## config.mk

```make
export PLATFORM = sky130hd
export DESIGN_NAME = udp_frame_parse_checksum
export DESIGN_NICKNAME = d
export VERILOG_FILES = /design/src/rtl/ufpc_pkg.sv /design/src/rtl/udp_frame_parse_checksum.sv
export VERILOG_INCLUDE_DIRS = /design/src /design/src/rtl
export SDC_FILE = /design/constraint.sdc
export NUM_CORES = 1
export LEC_CHECK = 0
export ABC_AREA = 1
export ABC_CLOCK_PERIOD_IN_PS = 8400
export BUFFER_PORTS_ARGS = -buffer_cell sky130_fd_sc_hd__buf_2
export CAP_MARGIN = 30
export CORE_ASPECT_RATIO = 0.5
export CORE_MARGIN = 4
export CORE_UTILIZATION = 50
export DETAILED_ROUTE_END_ITERATION = 10
export HOLD_SLACK_MARGIN = 0.15
export PLACE_DENSITY = 0.68
export SLEW_MARGIN = 25
export SYNTH_ARGS = -nofsm -noshare
export SYNTH_HDL_FRONTEND = slang
export SYNTH_SLANG_ARGS = --single-unit
```

## constraint.sdc

```tcl
create_clock -name aclk -period 8.4 [get_ports aclk]
set_input_delay 0.42 -clock aclk [delete_from_list [all_inputs] [get_ports aclk]]
set_output_delay 0.42 -clock aclk [all_outputs]
set_load 0.01 [all_outputs]
```

## src/rtl/assert_macros.svh

```systemverilog
// Assertion macros for the RTL of the UDP frame parser.
`ifndef ASSERT_MACROS_SVH
`define ASSERT_MACROS_SVH

// Implication checked in the same cycle, off during reset.
`define UFPC_ASSERT_SAME(label, cond, prop, msg) \
    label: assert property (@(posedge aclk) disable iff (!aresetn) \
        (cond) |-> (prop)) else $error(msg);

// Implication checked in the next cycle, off during reset.
`define UFPC_ASSERT_NEXT(label, cond, prop, msg) \
    label: assert property (@(posedge aclk) disable iff (!aresetn) \
        (cond) |=> (prop)) else $error(msg);

`endif

```

## src/rtl/ufpc_pkg.sv

```systemverilog
// Package with the constants and types of the UDP frame parser.
`timescale 1ns / 1ps

package ufpc_pkg;

    localparam int unsigned MAX_FRAME_BYTES = 65535;
    localparam int unsigned OFF_W = 17;

    localparam logic [15:0] ETH_IPV4 = 16'h0800;
    localparam logic [15:0] ETH_IPV6 = 16'h86dd;
    localparam logic [7:0]  PROTO_UDP = 8'd17;
    localparam logic [3:0]  IP_VER6 = 4'd6;
    localparam logic [6:0]  V6_UDP_START = 7'd54;
    localparam logic [6:0]  ETH_HDR_BYTES = 7'd14;
    localparam logic [15:0] UDP_LEN_RESET = 16'hffff;
    localparam logic [15:0] PORT_RESET = 16'hffff;

    localparam int unsigned DATA_W = 144;

    typedef enum logic [2:0] {
        ST_ACCEPT   = 3'd0,
        ST_NOT_IP   = 3'd1,
        ST_NOT_UDP  = 3'd2,
        ST_TOO_LONG = 3'd3,
        ST_TRUNC    = 3'd4
    } status_t;

endpackage

```

## src/rtl/udp_frame_parse_checksum.sv

```systemverilog
// Ethernet/IP/UDP frame parser with partial UDP checksum and running statistics.
//
// Channel   Dir  Beat                         Fields
// s_*       in   one frame byte               tdata[7:0] data_byte, tlast frame_end
// m_*       out  one result per frame         tuser[2:0] status, tdata (see port)
// cfg_*     in   register write               cfg_wdata max_udp_length
//
// One byte is taken every cycle unless the output stalls. A frame's result passes through the
// input register, the per-byte parse and judge register, then the sum and fold register.
// Reset is synchronous and active low; it clears all frame and running state.
// Each of the three registers holds only while the stage after it is full and stalled.
`timescale 1ns / 1ps

`include "assert_macros.svh"

module udp_frame_parse_checksum (
    input  logic                          aclk,
    input  logic                          aresetn,
    input  logic                          s_tvalid,
    output logic                          s_tready,
    input  logic [7:0]                    s_tdata,  // data_byte [7:0]
    input  logic                          s_tlast,
    output logic                          m_tvalid,
    input  logic                          m_tready,
    // udp_length [15:0], partial_sum [47:16], folded_check [63:48], dest_port [79:64],
    // base_port [95:80], longest_length [111:96], packet_count [143:112]
    output logic [ufpc_pkg::DATA_W-1:0]   m_tdata,
    output logic [2:0]                    m_tuser,  // status [2:0]
    input  logic                          cfg_we,
    input  logic [15:0]                   cfg_wdata
);

    localparam int unsigned OW = ufpc_pkg::OFF_W;

    logic                 in_valid_reg;
    logic [7:0]           in_byte_reg;
    logic                 in_last_reg;

    logic [OW-1:0]        off_reg;
    logic [15:0]          ek_reg;
    logic [3:0]           ver_reg;
    logic [6:0]           us_reg;
    logic [7:0]           np_reg;
    logic [15:0]          len_reg;
    logic [15:0]          port_reg;
    logic [31:0]          sum_reg;
    logic [7:0]           held_reg;
    logic [15:0]          max_udp_len_reg;

    logic                 jr_valid_reg;
    ufpc_pkg::status_t    jr_status_reg;
    logic [15:0]          jr_len_reg;
    logic [31:0]          jr_sum_reg;
    logic [15:0]          jr_port_reg;

    logic [15:0]          min_port_reg;
    logic [15:0]          max_len_reg;
    logic [31:0]          cnt_reg;

    logic                 m_valid_reg;
    logic [ufpc_pkg::DATA_W-1:0] m_data_reg;
    ufpc_pkg::status_t    m_status_reg;

    logic                 out_ready;
    logic                 jr_ready;
    logic                 fire_a;
    logic                 fire_b;

    logic [OW-1:0]        off_next;
    logic [15:0]          ek_next;
    logic [3:0]           ver_next;
    logic [6:0]           us_next;
    logic [7:0]           np_next;
    logic [15:0]          len_next;
    logic [15:0]          port_next;
    logic [31:0]          sum_next;
    logic [7:0]           held_next;
    logic [15:0]          addend;
    logic [15:0]          r_off;
    logic [7:0]           v_byte;
    logic                 take;
    logic                 in_win;
    logic                 is_v6;
    logic [15:0]          len_used;
    ufpc_pkg::status_t    status_next;

    logic [31:0]          psum;
    logic [16:0]          sc;
    logic [15:0]          fold;
    logic                 b_accept;
    logic [15:0]          min_port_next;
    logic [15:0]          max_len_next;
    logic [31:0]          cnt_next;

    logic                 m_acc;
    logic [15:0]          m_port;
    logic [15:0]          m_len;

    assign out_ready = !m_valid_reg || m_tready;
    assign jr_ready  = !jr_valid_reg || out_ready;
    assign fire_a    = in_valid_reg && jr_ready;
    assign fire_b    = jr_valid_reg && out_ready;
    assign s_tready  = !in_valid_reg || fire_a;

    assign m_tvalid = m_valid_reg;
    assign m_tdata  = m_data_reg;
    assign m_tuser  = m_status_reg;

    assign m_acc  = m_status_reg == ufpc_pkg::ST_ACCEPT;
    assign m_port = m_data_reg[79:64];
    assign m_len  = m_data_reg[15:0];

    // Per-byte field capture and sum update.
    always_comb begin
        off_next  = off_reg;
        ek_next   = ek_reg;
        ver_next  = ver_reg;
        us_next   = us_reg;
        np_next   = np_reg;
        len_next  = len_reg;
        port_next = port_reg;
        held_next = held_reg;
        addend    = 16'd0;
        take      = off_reg < OW'(ufpc_pkg::MAX_FRAME_BYTES);
        if (take) begin
            if (off_reg == OW'(12)) ek_next[15:8] = in_byte_reg;
            if (off_reg == OW'(13)) ek_next[7:0] = in_byte_reg;
            if (off_reg == OW'(14)) begin
                ver_next = in_byte_reg[7:4];
                us_next  = (in_byte_reg[7:4] == ufpc_pkg::IP_VER6) ? ufpc_pkg::V6_UDP_START
                         : ufpc_pkg::ETH_HDR_BYTES + {1'b0, in_byte_reg[3:0], 2'b00};
            end
            if ((off_reg == OW'(20) && ver_next == ufpc_pkg::IP_VER6) ||
                (off_reg == OW'(23) && ver_next != ufpc_pkg::IP_VER6)) begin
                np_next = in_byte_reg;
            end
        end
        is_v6  = ver_next == ufpc_pkg::IP_VER6;
        in_win = take && off_reg >= OW'(14) && off_reg >= OW'(us_next);
        r_off  = off_reg[15:0] - {9'd0, us_next};
        v_byte = (r_off == 16'd6 || r_off == 16'd7) ? 8'd0 : in_byte_reg;
        if (in_win) begin
            if (r_off == 16'd2) port_next[15:8] = in_byte_reg;
            if (r_off == 16'd3) port_next[7:0] = in_byte_reg;
            if (r_off == 16'd4) len_next[15:8] = in_byte_reg;
            if (r_off == 16'd5) len_next[7:0] = in_byte_reg;
            if (r_off >= 16'd4) begin
                if (!r_off[0]) begin
                    held_next = v_byte;
                    // An odd final byte is the high half of a word padded with zero.
                    if (in_last_reg && (is_v6 || r_off < len_next)) begin
                        addend = {v_byte, 8'd0};
                    end
                end else if (is_v6 || r_off < len_next) begin
                    addend = {held_reg, v_byte};
                end else if (r_off == len_next) begin
                    addend = {held_reg, 8'd0};
                end
            end
        end
        sum_next = sum_reg + {16'd0, addend};
        if (off_reg <= OW'(ufpc_pkg::MAX_FRAME_BYTES)) off_next = off_reg + OW'(1);
    end

    // Frame judgment on the last byte, first failing rule wins.
    always_comb begin
        len_used = is_v6 ? (off_next[15:0] - 16'(ufpc_pkg::V6_UDP_START)) : len_next;
        if (off_next < OW'(14)) begin
            status_next = ufpc_pkg::ST_TRUNC;
        end else if (ek_next != ufpc_pkg::ETH_IPV4 && ek_next != ufpc_pkg::ETH_IPV6) begin
            status_next = ufpc_pkg::ST_NOT_IP;
        end else if (off_next < OW'(15)) begin
            status_next = ufpc_pkg::ST_TRUNC;
        end else if (off_next <= (is_v6 ? OW'(20) : OW'(23))) begin
            status_next = ufpc_pkg::ST_TRUNC;
        end else if (np_next != ufpc_pkg::PROTO_UDP) begin
            status_next = ufpc_pkg::ST_NOT_UDP;
        end else if (off_next > OW'(ufpc_pkg::MAX_FRAME_BYTES)) begin
            status_next = ufpc_pkg::ST_TOO_LONG;
        end else if (off_next < OW'(us_next) + OW'(8)) begin
            status_next = ufpc_pkg::ST_TRUNC;
        end else if (len_used > max_udp_len_reg) begin
            status_next = ufpc_pkg::ST_TOO_LONG;
        end else if (!is_v6 && off_next < OW'(us_next) + {1'b0, len_next}) begin
            status_next = ufpc_pkg::ST_TRUNC;
        end else begin
            status_next = ufpc_pkg::ST_ACCEPT;
        end
    end

    // Final sum, fold and running statistics.
    always_comb begin
        b_accept      = jr_status_reg == ufpc_pkg::ST_ACCEPT;
        psum          = jr_sum_reg + 32'd17 + {16'd0, jr_len_reg};
        sc            = {1'b0, psum[31:16]} + {1'b0, psum[15:0]};
        fold          = ~(sc[15:0] + {15'd0, sc[16]});
        min_port_next = min_port_reg;
        max_len_next  = max_len_reg;
        cnt_next      = cnt_reg;
        if (b_accept) begin
            if (jr_port_reg < min_port_reg) min_port_next = jr_port_reg;
            if (jr_len_reg > max_len_reg) max_len_next = jr_len_reg;
            cnt_next = cnt_reg + 32'd1;
        end
    end

    always_ff @(posedge aclk) begin
        if (!aresetn) begin
            max_udp_len_reg <= ufpc_pkg::UDP_LEN_RESET;
        end else if (cfg_we) begin
            max_udp_len_reg <= cfg_wdata;
        end
    end

    always_ff @(posedge aclk) begin
        if (!aresetn) begin
            in_valid_reg <= 1'b0;
        end else if (s_tready) begin
            in_valid_reg <= s_tvalid;
        end
    end

    always_ff @(posedge aclk) begin
        if (s_tready && s_tvalid) begin
            in_byte_reg <= s_tdata;
            in_last_reg <= s_tlast;
        end
    end

    always_ff @(posedge aclk) begin
        if (!aresetn || (fire_a && in_last_reg)) begin
            off_reg  <= '0;
            ek_reg   <= '0;
            ver_reg  <= '0;
            us_reg   <= '0;
            np_reg   <= '0;
            len_reg  <= '0;
            port_reg <= '0;
            sum_reg  <= '0;
            held_reg <= '0;
        end else if (fire_a) begin
            off_reg  <= off_next;
            ek_reg   <= ek_next;
            ver_reg  <= ver_next;
            us_reg   <= us_next;
            np_reg   <= np_next;
            len_reg  <= len_next;
            port_reg <= port_next;
            sum_reg  <= sum_next;
            held_reg <= held_next;
        end
    end

    always_ff @(posedge aclk) begin
        if (!aresetn) begin
            jr_valid_reg <= 1'b0;
        end else if (fire_a && in_last_reg) begin
            jr_valid_reg <= 1'b1;
        end else if (fire_b) begin
            jr_valid_reg <= 1'b0;
        end
    end

    always_ff @(posedge aclk) begin
        if (fire_a && in_last_reg) begin
            jr_status_reg <= status_next;
            if (status_next == ufpc_pkg::ST_ACCEPT) begin
                jr_len_reg  <= len_used;
                jr_sum_reg  <= sum_next;
                jr_port_reg <= port_next;
            end else begin
                jr_len_reg  <= 16'd0;
                jr_sum_reg  <= 32'd0;
                jr_port_reg <= 16'd0;
            end
        end
    end

    always_ff @(posedge aclk) begin
        if (!aresetn) begin
            min_port_reg <= ufpc_pkg::PORT_RESET;
            max_len_reg  <= 16'd0;
            cnt_reg      <= 32'd0;
        end else if (fire_b) begin
            min_port_reg <= min_port_next;
            max_len_reg  <= max_len_next;
            cnt_reg      <= cnt_next;
        end
    end

    always_ff @(posedge aclk) begin
        if (!aresetn) begin
            m_valid_reg <= 1'b0;
        end else if (fire_b) begin
            m_valid_reg <= 1'b1;
        end else if (m_tready) begin
            m_valid_reg <= 1'b0;
        end
    end

    always_ff @(posedge aclk) begin
        if (fire_b) begin
            m_status_reg <= jr_status_reg;
            if (b_accept) begin
                m_data_reg <= {cnt_next, max_len_next, min_port_next, jr_port_reg,
                               fold, psum, jr_len_reg};
            end else begin
                m_data_reg <= {cnt_reg, max_len_reg, min_port_reg, 16'd0,
                               16'd0, 32'd0, 16'd0};
            end
        end
    end

    `UFPC_ASSERT_NEXT(a_frame_clear, fire_a && in_last_reg, off_reg == '0, "frame not cleared")
    `UFPC_ASSERT_NEXT(a_count_step, fire_b && b_accept, cnt_reg == $past(cnt_next), "count stuck")
    `UFPC_ASSERT_SAME(a_reject_zero, m_valid_reg && !m_acc, m_data_reg[79:0] == '0, "bad reject")
    `UFPC_ASSERT_SAME(a_min_port, m_valid_reg && m_acc, m_data_reg[95:80] <= m_port, "bad min")
    `UFPC_ASSERT_SAME(a_max_len, m_valid_reg && m_acc, m_data_reg[111:96] >= m_len, "bad max")

endmodule

```

==> metrics <==
Syn Nets=between 3000 and 4000; CTS clk-pin slew, worst paths=about 0.070 ns; setup TNS=0 ns; Post-synth EDFFs=between 200 and 250; CTS sink cnt=430; worst skew pair latency=around 0.58 ns; die span in x=roughly 330 um; global route overflow=0; first-pass GRT wire length=approximately 110000 um; detailed-route wire length per cell=between 15 and 20 um; reg-to-reg critical path startpoint=off_reg[12]$_SDFFE_PP0P_; Cell Int Power=between 3 and 4 mW; # rows=57; GRT Total Usage=0.240; largest net degree at the start of global routing=between 100 and 150; Critical Path Source Type=flop; routability cong.=approximately 0.94; leakage=between 10 and 15 nW; Clk pwr share=0.350; slew at the pin closest to its max-slew limit=0.940 ns; number of global-route vias before repair=around 20000; DR DRC count=0; average size of a mapped cell=8.07 um2; DR iter-0 viols=between 1500 and 2000; Hold Fails Final Rpt=0; FF-to-FF End=jr_sum_reg[26]$_SDFFCE_PP0P_; Comb pwr share=0.201; Max-cap violations=0; Worst EP required=~8.8 ns; Worst setup EP type=flop; cell area power density=between 150 and 200 nW/um2; Ys Warns=0; Hold WC Path Type=primary input to flop; area leader, netlist=edfxtp_1; Rel. slew slack=0.373; multi-input combinational cell area=around 12000 um2; post-layout net count=roughly 3500; placed cells=roughly 3900; Max VDD drop=between 150 and 200 uV; Buf+Inv Stages, Crit Path=7; Fill cells=~4400; Initial Util=0.514; Layout Area Growth over Synthesis=13.7%; part of the cycle the worst path needs=0.916; commonest non-fill, non-tap cell in the layout=inv_1; sequential share of the synthesized area=0.428; Cells after Synth=3139; diodes inserted=0; Slowest Stage Delay on Critical Path=between 0.4 and 0.5 ns; Avg Vias per Cell=5.27; WP data arrival=8.12 ns; I/O pins=around 180; part of the power in registers=0.448; final wirelength=67100 um; placed cell area=~27000 um2; post-synth top area share=0.264; via count=roughly 21000; CTS max path bufs=3; Core Box Area=49300 um2; PortBufs=178; Tmin final=7.69 ns; R2R Setup Slk=between 0.7 and 0.8 ns; Clk Tree Root Cell=clkbuf_16; Yosys reg bits=430; Final setup viols=0; Worst Hold Launch=aresetn; critical path fanouts, max=11; reg2reg path depth=47; final std cells w/o fill=4053; CTS H-tree depth=2; number of flip-flops in the largest register=about 140; Crit Path Class=flop to flop; CTS tree=built; hold depth=2; top post-synthesis cells by area=edfxtp_1 26%, dfxtp_1 16%, ha_1 8.5%, inv_1 8.0%, nand2_1 7.2%; Syn Std Cell Area=25300 um2; Post-Layout Inst Area=approximately 29000 um2; WHS Endpoint=min_port_reg[8]$_SDFFE_PN1P_; switching power=1.58 mW; Pre-antenna DRT Iters=5; cell mode on critical path=nand2_1; CP top delay family=simple AND/OR/NAND/NOR gates; Yosys cell types=60; Final HPWL DP=49400 um; Power Total=~5.2 mW; CTS Buf Count=40; Worst Skew=approximately 0.023 ns; slowest cell on the critical path=fa_1; top_reg_cell synth=edfxtp_1; Sequential Area=roughly 11000 um2; initial antenna violation count=0; DRT antenna net count=0; die area=54500 um2; most frequent cells in the layout=535 x inv_1, 483 x nand2_1, 299 x nor2_1; outcome=finished clean; Sw Ratio=0.303; Chip Height=roughly 170 um; Max Clk Rate=between 100 and 150 MHz; fraction of registers with async set/reset=0; Slew Limit Fails=0; layout cells sized above 1=0.129
==> logic make-up (layout without fill, tap and decap cells) <==
group                      after synthesis  in the layout  share of synthesized area
and+or+nand+nor                       1093           1094                      0.192
buffers and inverters                  666            901                      0.104
AOI/OAI and AO/OA                      627            627                      0.137
DFF                                    430            430                      0.428
adders and majority gates              176            176                     0.0881
xor gates and xnor gates               131            131                     0.0459
muxes                                   16             16                    0.00632
==> area by class of cell <==
cell class	count	area share
clock inverters	13	0.00469
flip-flops and latches	430	0.376
clock buffers	61	0.0403
well taps	678	0.0295
repair buffers	267	0.0592
multi-input cells	2044	0.417
inverters	560	0.0733
==> stage by stage <==
step,setup slack [ns],hold slack [ns],utilization
2_1_floorplan,0.960,0.419,-
3_3_place_gp,0.506,0.454,0.547
3_5_place_dp,0.247,0.457,0.547
4_1_cts,0.232,0.299,0.579
5_1_grt,-0.0213,0.324,0.584
6_report,0.709,0.323,0.584
==> power groups by stage <==
stage / Sequential (mW) / Combinational (mW) / Clock (mW)
finish: 2.34 / 1.05 / 1.83
global route: 2.35 / 1.17 / 1.97
CTS: 2.34 / 1.01 / 1.87
detailed placement: 2.39 / 0.994 / 0
global placement: 2.38 / 0.982 / 0
floorplan: 2.38 / 0.714 / 0
==> what timing repair did <==
| item | 4_1_cts | 5_1_grt |
|---|---|---|
| endpoints found under the hold margin | 27 | 0 |
| buffers inserted | 0 | 12 |
| setup endpoints to repair | 0 | 81 |
| resized for setup | 0 | 25 |
| hold buffers | 27 | 0 |
==> metal layers <==
metal / track usage / wire (um) / up-vias
met4: 0.0535 / 1440 / 0
met2: 0.377 / 29500 / 593
met5: 0 / 0 / -
met1: 0.356 / 32400 / 9901
li1: - / - / 10700
met3: 0.0301 / 3830 / 104
==> worst reg2reg max path: cells and delay by family (launching register included) <==
kind                     cells  cell delay, ns
adder cells (fa/ha/maj)      3            1.09
AO/OA/AOI/OAI               10            1.72
buffers and inverters        7            0.85
XOR/XNOR                     1            0.21
flip-flops                   1            0.38
AND/OR/NAND/NOR             26            3.32
==> cells in the mapped netlist, types with 12 or more instances <==
| cell type | count |
|---|---|
| nand3_2 | 14 |
| o21ai_2 | 12 |
| inv_1 | 541 |
| dfxtp_1 | 207 |
| xor2_1 | 110 |
| nor4_1 | 19 |
| ha_1 | 172 |
| nor2_1 | 299 |
| o21ai_0 | 239 |
| nand2_2 | 15 |
| clkbuf_1 | 69 |
| nand4_1 | 49 |
| xnor2_1 | 19 |
| nand2_1 | 485 |
| inv_2 | 18 |
| a21oi_1 | 244 |
| nand3_1 | 98 |
| nor3_1 | 50 |
| nor2_2 | 30 |
| o21ai_1 | 25 |
| o211ai_1 | 49 |
| mux2i_1 | 16 |
| edfxtp_1 | 223 |
==> worst max path at each step <==
| stage | start | end | slack (ns) | cells past startpoint |
|---|---|---|---|---|
| 5_1_grt | off_reg[0]$_SDFFE_PP0P_ | jr_sum_reg[26]$_SDFFCE_PP0P_ | -0.02 | 53 |
| 6_report | off_reg[12]$_SDFFE_PP0P_ | jr_sum_reg[26]$_SDFFCE_PP0P_ | 0.71 | 47 |
| 3_5_place_dp | off_reg[0]$_SDFFE_PP0P_ | jr_sum_reg[31]$_SDFFCE_PP0P_ | 0.25 | 47 |
| 3_3_place_gp | off_reg[0]$_SDFFE_PP0P_ | jr_sum_reg[31]$_SDFFCE_PP0P_ | 0.51 | 47 |
| 2_1_floorplan | off_reg[0]$_SDFFE_PP0P_ | jr_sum_reg[28]$_SDFFCE_PP0P_ | 0.96 | 51 |
| 4_1_cts | off_reg[0]$_SDFFE_PP0P_ | jr_sum_reg[31]$_SDFFCE_PP0P_ | 0.23 | 47 |
No activity file was read; power rests on OpenSTA's default activity.
